File: config.mk
export PLATFORM = sky130hd
export DESIGN_NAME = week_of_year_calendar_dates_core_flat
export DESIGN_NICKNAME = d
export VERILOG_FILES = /design/src/design/wcd_pkg.sv /design/src/design/wcd_if.sv /design/src/design/week_of_year_calendar_dates_core.sv /design/src/design/wcd_year.sv /design/src/design/wcd_date.sv /design/src/flat_wrapper.sv
export SDC_FILE = /design/constraint.sdc
export NUM_CORES = 1
export LEC_CHECK = 0
export BUFFER_PORTS_ARGS = -buffer_cell sky130_fd_sc_hd__buf_4
export CAP_MARGIN = 30
export CORE_MARGIN = 3
export CORE_UTILIZATION = 47
export CTS_CLUSTER_SIZE = 8
export DETAILED_ROUTE_END_ITERATION = 16
export GPL_ROUTABILITY_DRIVEN = 0
export PLACE_DENSITY = 0.62
export SLEW_MARGIN = 5
export SYNTH_ARGS = -nofsm -noshare
export SYNTH_HDL_FRONTEND = slang
export SYNTH_SLANG_ARGS = --single-unit
File: constraint.sdc
create_clock -name clk_i -period 8.14 [get_ports clk_i]
set_input_delay 0.814 -clock clk_i [delete_from_list [all_inputs] [get_ports clk_i]]
set_output_delay 0.814 -clock clk_i [all_outputs]
set_load 0.005 [all_outputs]
File: src/design/wcd_pkg.sv
// wcd_pkg: widths, constants, calendar table and shared types for the
// week-of-year calendar dates block. No dependencies.
package wcd_pkg;

  localparam int YearW      = 14;
  localparam int WeekW      = 6;
  localparam int MonthW     = 4;
  localparam int DayW       = 5;
  localparam int WdayW      = 3;
  localparam int DoyW       = 9;
  localparam int QuotW      = 8;   // year / 100 for a 14-bit year
  localparam int RemW       = 7;   // year % 100
  localparam int SumW       = 15;  // weekday sum before mod 7
  localparam int DigSumW    = 6;   // sum of five octal digits
  localparam int RecipW     = 13;
  localparam int ProdW      = YearW + RecipW;
  localparam int NumStages  = 4;

  // floor(y / 100) == (y * 5243) >> 19 for every 14-bit y
  localparam logic [RecipW-1:0] Recip100      = RecipW'(5243);
  localparam int                Recip100Shift = 19;

  localparam logic [WeekW-1:0] WeekMin = WeekW'(1);
  localparam logic [WeekW-1:0] WeekMax = WeekW'(53);

  localparam logic [DoyW-1:0] DaysCommonYear = DoyW'(365);
  localparam logic [DoyW-1:0] DaysLeapYear   = DoyW'(366);
  localparam logic [SumW-1:0] YearShift      = SumW'(399);

  localparam logic [DoyW-1:0] DaysBeforeMonth [12] = '{
    DoyW'(0),   DoyW'(31),  DoyW'(59),  DoyW'(90),  DoyW'(120), DoyW'(151),
    DoyW'(181), DoyW'(212), DoyW'(243), DoyW'(273), DoyW'(304), DoyW'(334)
  };

  typedef struct packed {
    logic [MonthW-1:0] month;
    logic [DayW-1:0]   day;
  } md_t;

  // facts about the year, handed from the year stages to the date stages
  typedef struct packed {
    logic [YearW-1:0] year;
    logic [DoyW-1:0]  week_end;
    logic             leap;
    logic             leap_next;
    logic [SumW-1:0]  wsum;
    logic             err;
  } yr_t;

  typedef struct packed {
    logic [WdayW-1:0]  start_weekday;
    logic [MonthW-1:0] start_month;
    logic [DayW-1:0]   start_day;
    logic [WdayW-1:0]  end_weekday;
    logic [MonthW-1:0] end_month;
    logic [DayW-1:0]   end_day;
    logic [YearW-1:0]  end_year;
    logic              input_error;
  } res_t;

  // day of year to month and day of month, parallel compares against the table
  function automatic md_t split_doy(input logic [DoyW-1:0] doy, input logic leap);
    md_t             res;
    logic [DoyW-1:0] prior_days;
    logic            found;
    res.month = MonthW'(1);
    res.day   = DayW'(doy);
    found     = 1'b0;
    for (int m = 11; m >= 0; m--) begin
      prior_days = DaysBeforeMonth[m] + DoyW'((leap && (m >= 2)) ? 1 : 0);
      if (!found && (doy > prior_days)) begin
        found     = 1'b1;
        res.month = MonthW'(m + 1);
        res.day   = DayW'(doy - prior_days);
      end
    end
    return res;
  endfunction

endpackage

File: src/design/wcd_if.sv
// wcd_in_if / wcd_out_if: valid-ready channels for requests and results.
// Depends on wcd_pkg.
interface wcd_in_if;
  import wcd_pkg::*;
  logic             valid;
  logic             ready;
  logic [YearW-1:0] year_number;
  logic [WeekW-1:0] week_number;

  modport source (output valid, year_number, week_number, input ready);
  modport sink   (input valid, year_number, week_number, output ready);
endinterface

interface wcd_out_if;
  import wcd_pkg::*;
  logic              valid;
  logic              ready;
  logic [WdayW-1:0]  start_weekday;
  logic [MonthW-1:0] start_month;
  logic [DayW-1:0]   start_day;
  logic [WdayW-1:0]  end_weekday;
  logic [MonthW-1:0] end_month;
  logic [DayW-1:0]   end_day;
  logic [YearW-1:0]  end_year;
  logic              input_error;

  modport source (output valid, start_weekday, start_month, start_day, end_weekday,
                  end_month, end_day, end_year, input_error, input ready);
  modport sink   (input valid, start_weekday, start_month, start_day, end_weekday,
                  end_month, end_day, end_year, input_error, output ready);
endinterface

File: src/design/week_of_year_calendar_dates_core.sv
// Week-of-year calendar dates: for a Gregorian year and week number N gives
// the weekday of January 1 (also the week's first weekday), the month and day
// of day-of-year 7N-6, and month, day, year and weekday of day 7N.
// Requests come in on req_i (year_number, week_number); results leave on rsp_o.
// An item moves on a rising edge where valid and ready are both high.
// Four register stages: reciprocal multiply for year / 100, leap and weekday
// sums, mod 7 and year spill, month split into the result register;
// rsp_o.valid rises when an accepted item reaches the result register.
// Throughput: one item per cycle; all stages advance together whenever the
// result register is empty or its item is being taken.
// When rsp_o.ready is low with a result waiting, the whole pipe holds and
// req_i.ready drops; nothing is lost or repeated.
// A week number outside 1..53 gives input_error with all other fields zero.
// Reset (rst_ni low, asynchronous) clears the stage valid bits only.
// Depends on wcd_pkg, wcd_if, wcd_year, wcd_date.
module week_of_year_calendar_dates_core (
  input  logic      clk_i,
  input  logic      rst_ni,
  wcd_in_if.sink    req_i,
  wcd_out_if.source rsp_o
);
  import wcd_pkg::*;

  logic [NumStages-1:0] vld_q;
  logic [NumStages-1:0] vld_d;
  logic                 en;
  yr_t                  yr;
  res_t                 res;

  assign en    = !vld_q[NumStages-1] || rsp_o.ready;
  assign vld_d = {vld_q[NumStages-2:0], req_i.valid};

  always_ff @(posedge clk_i or negedge rst_ni) begin
    if (!rst_ni) begin
      vld_q <= '0;
    end else if (en) begin
      vld_q <= vld_d;
    end
  end

  wcd_year u_year (
    .clk_i  (clk_i),
    .en_i   (en),
    .year_i (req_i.year_number),
    .week_i (req_i.week_number),
    .yr_o   (yr)
  );

  wcd_date u_date (
    .clk_i (clk_i),
    .en_i  (en),
    .yr_i  (yr),
    .res_o (res)
  );

  assign req_i.ready         = en;
  assign rsp_o.valid         = vld_q[NumStages-1];
  assign rsp_o.start_weekday = res.start_weekday;
  assign rsp_o.start_month   = res.start_month;
  assign rsp_o.start_day     = res.start_day;
  assign rsp_o.end_weekday   = res.end_weekday;
  assign rsp_o.end_month     = res.end_month;
  assign rsp_o.end_day       = res.end_day;
  assign rsp_o.end_year      = res.end_year;
  assign rsp_o.input_error   = res.input_error;

`ifndef NO_ASSERTIONS
  a_err_zero: assert property (@(posedge clk_i) disable iff (!rst_ni)
    rsp_o.valid && rsp_o.input_error |->
      rsp_o.start_month == '0 && rsp_o.end_month == '0 && rsp_o.end_year == '0
      && rsp_o.start_weekday == '0 && rsp_o.end_day == '0)
    else $error("error result carries nonzero fields");

  a_end_weekday: assert property (@(posedge clk_i) disable iff (!rst_ni)
    rsp_o.valid && !rsp_o.input_error |->
      rsp_o.start_weekday < WdayW'(7) &&
      ((rsp_o.start_weekday == '0 && rsp_o.end_weekday == WdayW'(6)) ||
       (rsp_o.start_weekday != '0 &&
        rsp_o.end_weekday == rsp_o.start_weekday - WdayW'(1))))
    else $error("end weekday not one before start weekday");

  a_same_month: assert property (@(posedge clk_i) disable iff (!rst_ni)
    rsp_o.valid && !rsp_o.input_error && rsp_o.start_month == rsp_o.end_month |->
      rsp_o.end_day == rsp_o.start_day + DayW'(6))
    else $error("week within one month does not span six days");

  a_stall_holds: assert property (@(posedge clk_i) disable iff (!rst_ni)
    !en |=> vld_q == $past(vld_q))
    else $error("pipeline valid bits moved during a stall");
`endif

endmodule

File: src/design/wcd_year.sv
// wcd_year: pipeline stages 1 and 2, year / 100 by reciprocal multiply,
// leap tests for the year and the next one, weekday sum. Depends on wcd_pkg.
module wcd_year (
  input  logic                      clk_i,
  input  logic                      en_i,
  input  logic [wcd_pkg::YearW-1:0] year_i,
  input  logic [wcd_pkg::WeekW-1:0] week_i,
  output wcd_pkg::yr_t              yr_o
);
  import wcd_pkg::*;

  // stage 1
  logic [YearW-1:0] s1_year_q;
  logic [ProdW-1:0] s1_prod_q;
  logic [DoyW-1:0]  s1_week_end_q;
  logic             s1_err_q;

  always_ff @(posedge clk_i) begin
    if (en_i) begin
      s1_year_q     <= year_i;
      s1_prod_q     <= ProdW'(year_i) * ProdW'(Recip100);
      s1_week_end_q <= DoyW'({week_i, 3'b000}) - DoyW'(week_i);
      s1_err_q      <= (week_i < WeekMin) || (week_i > WeekMax);
    end
  end

  // stage 2
  logic [QuotW-1:0] quot;
  logic [QuotW-1:0] quot_next;
  logic [YearW-1:0] quot_x100;
  logic [RemW-1:0]  rem;
  logic             rem_zero;
  logic             rem_99;
  logic [1:0]       year_next_lo;
  logic [SumW-1:0]  shifted;
  logic [QuotW-1:0] shifted_quot;
  yr_t              yr_d;
  yr_t              yr_q;

  always_comb begin
    quot         = s1_prod_q[Recip100Shift +: QuotW];
    quot_x100    = (YearW'(quot) << 6) + (YearW'(quot) << 5) + (YearW'(quot) << 2);
    rem          = RemW'(s1_year_q - quot_x100);
    rem_zero     = (rem == '0);
    rem_99       = (rem == RemW'(99));
    quot_next    = quot + QuotW'(rem_99);
    year_next_lo = s1_year_q[1:0] + 2'd1;
    // (y + 399) / 100 is quot + 3, or quot + 4 when the remainder is nonzero
    shifted      = SumW'(s1_year_q) + YearShift;
    shifted_quot = quot + (rem_zero ? QuotW'(3) : QuotW'(4));

    yr_d.year      = s1_year_q;
    yr_d.week_end  = s1_week_end_q;
    yr_d.err       = s1_err_q;
    yr_d.leap      = (s1_year_q[1:0] == 2'd0) && (!rem_zero || (quot[1:0] == 2'd0));
    yr_d.leap_next = (year_next_lo == 2'd0) && (!rem_99 || (quot_next[1:0] == 2'd0));
    // 365 == 1 mod 7, so a * 365 contributes a
    yr_d.wsum      = SumW'(1) + shifted + (shifted >> 2) - SumW'(shifted_quot)
                   + SumW'(shifted_quot >> 2);
  end

  always_ff @(posedge clk_i) begin
    if (en_i) begin
      yr_q <= yr_d;
    end
  end

  assign yr_o = yr_q;

endmodule

File: src/design/wcd_date.sv
// wcd_date: pipeline stages 3 and 4, weekday mod 7, spill into the next year,
// month and day split, result register. Depends on wcd_pkg.
module wcd_date (
  input  logic          clk_i,
  input  logic          en_i,
  input  wcd_pkg::yr_t  yr_i,
  output wcd_pkg::res_t res_o
);
  import wcd_pkg::*;

  function automatic logic [WdayW-1:0] mod7(input logic [SumW-1:0] val);
    logic [DigSumW-1:0] acc;
    // 8 == 1 mod 7, so octal digits add up
    acc = DigSumW'(val[2:0]) + DigSumW'(val[5:3]) + DigSumW'(val[8:6])
        + DigSumW'(val[11:9]) + DigSumW'(val[14:12]);
    if (acc >= DigSumW'(28)) acc = acc - DigSumW'(28);
    if (acc >= DigSumW'(14)) acc = acc - DigSumW'(14);
    if (acc >= DigSumW'(7))  acc = acc - DigSumW'(7);
    return WdayW'(acc);
  endfunction

  // stage 3
  logic [WdayW-1:0]  s3_wd_q, s3_wd_d;
  logic [WdayW-1:0]  s3_ewd_q, s3_ewd_d;
  logic [DoyW-1:0]   s3_sdoy_q, s3_sdoy_d;
  logic [DoyW-1:0]   s3_edoy_q, s3_edoy_d;
  logic              s3_leap_q;
  logic              s3_eleap_q, s3_eleap_d;
  logic [YearW-1:0]  s3_eyear_q, s3_eyear_d;
  logic              s3_err_q;
  logic [DoyW-1:0]   year_len;
  logic              spill;

  always_comb begin
    s3_wd_d    = mod7(yr_i.wsum);
    s3_ewd_d   = (s3_wd_d == '0) ? WdayW'(6) : s3_wd_d - WdayW'(1);
    year_len   = yr_i.leap ? DaysLeapYear : DaysCommonYear;
    spill      = yr_i.week_end > year_len;
    s3_sdoy_d  = yr_i.week_end - DoyW'(6);
    s3_edoy_d  = spill ? yr_i.week_end - year_len : yr_i.week_end;
    s3_eyear_d = spill ? yr_i.year + YearW'(1) : yr_i.year;
    s3_eleap_d = spill ? yr_i.leap_next : yr_i.leap;
  end

  always_ff @(posedge clk_i) begin
    if (en_i) begin
      s3_wd_q    <= s3_wd_d;
      s3_ewd_q   <= s3_ewd_d;
      s3_sdoy_q  <= s3_sdoy_d;
      s3_edoy_q  <= s3_edoy_d;
      s3_leap_q  <= yr_i.leap;
      s3_eleap_q <= s3_eleap_d;
      s3_eyear_q <= s3_eyear_d;
      s3_err_q   <= yr_i.err;
    end
  end

  // stage 4, result register
  md_t  start_md;
  md_t  end_md;
  res_t res_d;
  res_t res_q;

  always_comb begin
    start_md = split_doy(s3_sdoy_q, s3_leap_q);
    end_md   = split_doy(s3_edoy_q, s3_eleap_q);
    res_d    = '0;
    if (s3_err_q) begin
      res_d.input_error = 1'b1;
    end else begin
      res_d.start_weekday = s3_wd_q;
      res_d.start_month   = start_md.month;
      res_d.start_day     = start_md.day;
      res_d.end_weekday   = s3_ewd_q;
      res_d.end_month     = end_md.month;
      res_d.end_day       = end_md.day;
      res_d.end_year      = s3_eyear_q;
    end
  end

  always_ff @(posedge clk_i) begin
    if (en_i) begin
      res_q <= res_d;
    end
  end

  assign res_o = res_q;

endmodule
File: src/flat_wrapper.sv
// flat-port wrapper written by rule: the top's interface ports become plain ports
module week_of_year_calendar_dates_core_flat import wcd_pkg::*;
  (clk_i, rst_ni, req_i_valid, req_i_year_number, req_i_week_number, req_i_ready, rsp_o_valid, rsp_o_start_weekday, rsp_o_start_month, rsp_o_start_day, rsp_o_end_weekday, rsp_o_end_month, rsp_o_end_day, rsp_o_end_year, rsp_o_input_error, rsp_o_ready);
  wcd_in_if req_i_i ();
  wcd_out_if rsp_o_i ();
  input  logic clk_i;
  input  logic rst_ni;
  input wire logic [$bits(req_i_i.valid)-1:0] req_i_valid;
  input wire logic [$bits(req_i_i.year_number)-1:0] req_i_year_number;
  input wire logic [$bits(req_i_i.week_number)-1:0] req_i_week_number;
  output wire logic [$bits(req_i_i.ready)-1:0] req_i_ready;
  output wire logic [$bits(rsp_o_i.valid)-1:0] rsp_o_valid;
  output wire logic [$bits(rsp_o_i.start_weekday)-1:0] rsp_o_start_weekday;
  output wire logic [$bits(rsp_o_i.start_month)-1:0] rsp_o_start_month;
  output wire logic [$bits(rsp_o_i.start_day)-1:0] rsp_o_start_day;
  output wire logic [$bits(rsp_o_i.end_weekday)-1:0] rsp_o_end_weekday;
  output wire logic [$bits(rsp_o_i.end_month)-1:0] rsp_o_end_month;
  output wire logic [$bits(rsp_o_i.end_day)-1:0] rsp_o_end_day;
  output wire logic [$bits(rsp_o_i.end_year)-1:0] rsp_o_end_year;
  output wire logic [$bits(rsp_o_i.input_error)-1:0] rsp_o_input_error;
  input wire logic [$bits(rsp_o_i.ready)-1:0] rsp_o_ready;
  assign req_i_i.valid = req_i_valid;
  assign req_i_i.year_number = req_i_year_number;
  assign req_i_i.week_number = req_i_week_number;
  assign req_i_ready = req_i_i.ready;
  assign rsp_o_valid = rsp_o_i.valid;
  assign rsp_o_start_weekday = rsp_o_i.start_weekday;
  assign rsp_o_start_month = rsp_o_i.start_month;
  assign rsp_o_start_day = rsp_o_i.start_day;
  assign rsp_o_end_weekday = rsp_o_i.end_weekday;
  assign rsp_o_end_month = rsp_o_i.end_month;
  assign rsp_o_end_day = rsp_o_i.end_day;
  assign rsp_o_end_year = rsp_o_i.end_year;
  assign rsp_o_input_error = rsp_o_i.input_error;
  assign rsp_o_i.ready = rsp_o_ready;
  week_of_year_calendar_dates_core u_core (.clk_i(clk_i), .rst_ni(rst_ni), .req_i(req_i_i), .rsp_o(rsp_o_i));
endmodule
# == Word level (Yosys, flattened, before mapping) ==
# Index checks and enable logic that the tools add are counted.
# totals
ff_bits,176
inputBits,24
output_inout_bits,41
elab_cells,252
# classes
addsub,65
multipliers,1
n_lt_le_gt_ge,30
eq_ne,1
n_mux,57
n_reduce_logical,65
# ops
cell,count
$gt 9x9->1,15
$sub 5x5->5,20
$mux 9,11
$add 8x1->9 const A,8
$mux 8,8
$add 9x1->9 const A,6
$gt 9x8->1,4
$add 7x1->8 const A,4
$mux 7,4
$mul 14x13->27 const B,1
$mux 1,26
$logic_not 1->1,25
$logic_and 1x1->1,24
$mux 6,4
$add 6x3->6,3
$gt 9x1->1 const B,2
$gt 9x5->1 const B,2
$gt 9x7->1,2
$reduce_or 8->1,2
$add 1x15->15 const A,1
$add 14x9->15 const B,1
$add 15x13->15,1
$add 15x6->15,1
$sub 15x8->15,1
31 further kinds,43

# == Depth between registers and ports, before layout ==
# depth
ltp_word,37
mapped_depth,28
ltp_nobuf,28

# == By module ==
# From an unflattened synthesis, not the netlist that was laid out.
# hier_totals
hier_cells,1541
hier_area_um2,15225.9
# modules_own_cells
mod,instances,cells_each,area_each_um2,seq_area_each_um2
wcd_year,1,707,7687.4,2192.1
wcd_date,1,825,7372.1,2402.3
week_of_year_calendar_dates_core,1,9,166.4,100.1

# == Worst setup path after synthesis ==
# Ideal clock, no wire load.
# synth_path
kind,flip-flop to flip-flop
start,"register u_core.u_year.yr_q, in the netlist u_core.u_year.yr_o[1]"
end,"register u_core.u_date.s3_ewd_q[2], data pin"
setup_ps,264
t_arrival_ps,5660
required_time_ps,7876
path_slack_ps,2216
stages_incl_launch_ff,24
path_buffers,0
synth_period_minus_slack_ps,5924
cell_sequence,edfxtp_1 -> ha_1 -> fa_1 -> fa_1 -> inv_1 -> fa_1 -> inv_1 -> ha_1 -> fa_1 -> xor2_4 -> ha_1 -> a221oi_2 -> a211o_4 -> xnor2_2 -> ha_1 -> inv_1 -> or2_2 -> a211oi_1 -> o21ai_2 -> a21oi_4 -> xnor2_1 -> inv_1 -> ha_1 -> o41a_1
# synth_between
elab_chain_cells,11
elab_cells_between_ends,15
classes_between,add/sub (8); order compare (3); mux (3); reduce/logical (1)
# synth_rtl
element,line_no,source
"start, declared",wcd_year.sv:38,yr_t yr_q;
"start signal, assigned",wcd_year.sv:64,yr_q <= yr_d;
$add 3x3->4 *,wcd_date.sv:14,acc = DigSumW'(val[2:0]) + DigSumW'(val[5:3]) + DigSumW'(val[8:6])
$add 6x3->6 *,wcd_date.sv:14,
$add 6x3->6 * (2 in series),wcd_date.sv:15,+ DigSumW'(val[11:9]) + DigSumW'(val[14:12]);
$sub 6x5->6 or $ge 6x5->1 (tied branches),wcd_date.sv:16,if (acc >= DigSumW'(28)) acc = acc - DigSumW'(28);
$mux 6 *,wcd_date.sv:16,
$sub 6x4->6 or $ge 6x4->1 (tied branches),wcd_date.sv:17,if (acc >= DigSumW'(14)) acc = acc - DigSumW'(14);
$mux 6 *,wcd_date.sv:17,
$ge 6x3->1 or $sub 3x3->3 (tied branches),wcd_date.sv:18,if (acc >= DigSumW'(7)) acc = acc - DigSumW'(7);
$mux 3 *,wcd_date.sv:18,
via u_core.u_date.s3_wd_d[0],wcd_date.sv:23,"logic [WdayW-1:0] s3_wd_q, s3_wd_d;"
$sub 3x1->3 or $logic_not 3->1 (tied branches),wcd_date.sv:36,s3_ewd_d = (s3_wd_d == '0) ? WdayW'(6) : s3_wd_d - WdayW'(1);
"end signal, assigned",wcd_date.sv:48,s3_ewd_q <= s3_ewd_d;
"end, declared",wcd_date.sv:24,"logic [WdayW-1:0] s3_ewd_q, s3_ewd_d;"
# Mark *: on every way through the listed nets, which the timed path passes. The rest lies on a longest branch.
# A chain may end at the register's enable or synchronous reset.

# == Final worst setup path ==
# layout_path
start,"register u_core.u_year.yr_q, in the netlist u_core.u_year.yr_o[4]"
end,"register u_core.u_date.s3_ewd_q[2], data pin"
# Same word-level chain as after synthesis.

==> results_dict.tcl <==
set metrics [dict create \
    wirelength_mm 31.2 \
    cpPeakStageDelay_ns 0.51 \
    slew_violations 0 \
    status "complete, no violations" \
    crit_top_cell "ha_1" \
    max_cap_violations 0 \
    clk_pin_slew_ns 0.07 \
    drtPass1Iterations 5 \
    synth_compound_area_share_pct 14.5 \
    drc 0 \
    synth_ff_type "edfxtp_1" \
    htree_levels 4 \
    worstHoldPathType "primary input to asynchronous set/reset pin" \
    worstSetupPathType "flip-flop to flip-flop" \
    tightest_slew_ns 0.950 \
    arrival_ns 6.53 \
    grt_max_degree 79 \
    grt_pass1_vias 10800 \
    synth_sequential_area_ratio_pct 31.8 \
    crit_path_start_kind "flip-flop" \
    hpwl_mm 24.2 \
    grt-ovfl-total 0 \
    slew_headroom_pct 36.7 \
    fin_nets 1809 \
    synth.area.top_cells "edfxtp_1, ha_1, fa_1, inv_1, xnor2_1" \
    synth-xor-area-share_pct 6.58 \
    cp-end-kind "flip-flop" \
    ys_types 90 \
    synth.most_common_cell "inv_1" \
    finalHoldViolCount 0 \
    coreArea_um2 30800 \
    synth_top_family_by_area "adder cells" \
    synth-edff-count 153 \
    wl_per_cell_um 16.3 \
    synth_simple_gate_area_share_pct 11.8 \
    numCtsBuffers 17 \
    post_cts_buffers 0 \
    grt.total_usage_pct 19.3 \
    cp_top_family "adder cells" \
    min_period_over_period_pct 78.0 \
    fp.dieArea_um2 33600 \
    cts_sinks 157 \
    drive_gt1_share_pct 8.66 \
    slowest_stage "fa_1" \
    finalSetupViolations 0 \
    yosys.area.top_type "edfxtp_1" \
    ys_warn_count 0 \
    die_x_um 183 \
    cts_root_buf "clkbuf_16" \
    fin_crit_ns 6.35 \
    syn-num-nets 1759 \
    critPathBufInv 4 \
    layout-area-overhead-vs-synth_pct 10.1 \
    synthTopCellsByCount "inv_1, ha_1, edfxtp_1" \
    cp_cell_sequence "ha_1 > fa_1 > fa_1 > inv_1 > fa_1 > inv_1 > ha_1 > fa_1 > xor2_4 > ha_1 > a221oi_2 > a211o_4 > xnor2_2 > ha_1 > inv_1 > or2_2 > a211oi_1 > o21ai_2 > a21oi_4 > xnor2_1 > inv_1 > ha_1 > o41a_1" \
    avgSynthCellArea_um2 10.1 \
    pin_count 65 \
    cts_tree "done" \
    drtIter0Drc 925 \
    crit_required_ns 8.32 \
    clock_skew_ns 0.00921 \
    cts_resized 0 \
    critPathMaxFanout 5 \
    clk_latency_ns 0.43 \
    cts.path.max_buffers 2 \
    r2r_setup_slack_ns 1.79 \
    synthMuxAreaShare_pct 0.754 \
    start_util_pct 47.9 \
    synth_seq_cells 157 \
    antenna_found_initial 1 \
    max_freq_ghz 0.157 \
    port_buffers 64 \
    syn_area_um2 14800 \
    netlist_instances 1463 \
    postRouteAntennaNets 0 \
    rsz0062_at_grt "false" \
    synth_top_area_share_pct 31.1 \
    num_vias 10800 \
    ys_async_sr_fraction_pct 2.55 \
    tns_ns 0 \
    viasPerCell 5.61 \
    hold_buffers 0 \
    synthAdderAreaFrac_pct 27.6 \
    fp.dieH_um 183 \
    grt_pass1_wl_mm 53.2 \
    num_rows 64 \
    num_antenna_cells 0 \
]
-- metal layers --
metal  vias up  wire (um)  track usage [%]
met2       316      15000             32.6
met4         2        443             4.78
met5         -         17                0
li1       5289          -                -
met1      5135      14200             26.6
met3        43       1600             2.46
-- flip-flops by register name, indices dropped and copies added (netlist names) --
register / count
u_core.u_date.s3_err_q: 1
u_core.u_date.s3_leap_q: 1
u_core.u_year.yr_o: 41
u_core.u_date.s3_eleap_q: 1
u_core.u_date.s3_edoy_q: 9
u_core.u_date.s3_sdoy_q: 9
u_core.u_date.s3_eyear_q: 14
u_core.u_year.s1_err_q: 1
u_core.u_year.s1_year_q: 14
u_core.vld_q: 4
u_core.u_year.s1_week_end_q: 9
u_core.u_date.s3_wd_q: 3
u_core.u_year.s1_prod_q: 8
u_core.u_date.s3_ewd_q: 3
u_core.u_date.res_o: 39
-- cell type report --
class	instances	area [um^2]
multi-input cells	1037	9060
flip-flops and latches	157	4690
clock buffers	17	425
clock inverters	14	181
repair buffers	72	561
well taps	396	495
inverters	228	856
fillers	2730	14600
-- stage by stage --
stage                     std cells  utilization [%]  instance area (um^2)  hold WS (ns)  setup slack (ns)
final                          1921             52.8                 16300         0.175              1.79
after global routing           1921             52.8                 16300         0.153              1.51
after CTS                      1920             52.7                 16200         0.150              1.78
after detailed placement       1889             50.7                 15600         0.405              1.83
after global placement         1889             50.7                 15600         0.401              2.04
after floorplan                1463                -                 14800         0.400              2.22
-- worst reg2reg max path, stage by stage, from the launching register on --
cell      delay, ns
edfxtp_1       0.38
ha_1           0.22
fa_1           0.47
fa_1           0.50
inv_1          0.06
fa_1           0.51
inv_1          0.04
ha_1           0.22
fa_1           0.49
xor2_4         0.23
ha_1           0.29
a221oi_2       0.06
a211o_4        0.35
xnor2_2        0.21
ha_1           0.21
inv_1          0.04
or2_2          0.30
a211oi_1       0.31
o21ai_2        0.15
a21oi_4        0.18
xnor2_1        0.19
inv_1          0.08
ha_1           0.22
o41a_1         0.41
-- layout by cell type (no fill, tap or decap), types with 13 or more instances in the layout --
cell | Yosys | layout
nand4_1 | 15 | 15
a21o_1 | 17 | 17
xor2_1 | 34 | 34
clkbuf_16 | 0 | 17
nor3_1 | 30 | 30
edfxtp_1 | 153 | 153
fa_1 | 90 | 90
a31oi_1 | 16 | 16
nor2b_1 | 30 | 30
buf_4 | 0 | 71
o21ai_0 | 54 | 54
a21oi_1 | 74 | 74
nand2_1 | 70 | 70
nor2_1 | 69 | 69
xnor2_1 | 72 | 72
ha_1 | 182 | 182
nand2b_1 | 14 | 13
nand3_1 | 26 | 26
inv_1 | 224 | 224
-- path summary, 6_finish.rpt --
path | startpoint | to | cells after the start
min | rst_ni | u_core.vld_q[0] | 1
max in group asynchronous | rst_ni | u_core.vld_q[2] | 1
max reg2reg | u_core.u_year.yr_o[4] | u_core.u_date.s3_ewd_q[2] | 23
max | u_core.u_year.yr_o[4] | u_core.u_date.s3_ewd_q[2] | 23
min reg2reg | u_core.u_year.s1_week_end_q[8] | u_core.u_year.yr_o[26] | 0
min in group clk_i | u_core.u_year.s1_week_end_q[8] | u_core.u_year.yr_o[26] | 0
-- cells by family after synthesis --
group,count (synthesis)
buf+inv,269
fa+ha+maj,272
compound gates,314
flops,157
xor+xnor,108
simple gates,333
mux,10
Power is not shown: default switching activity piles up to over one toggle a cycle in this logic, so the estimate is an artifact.
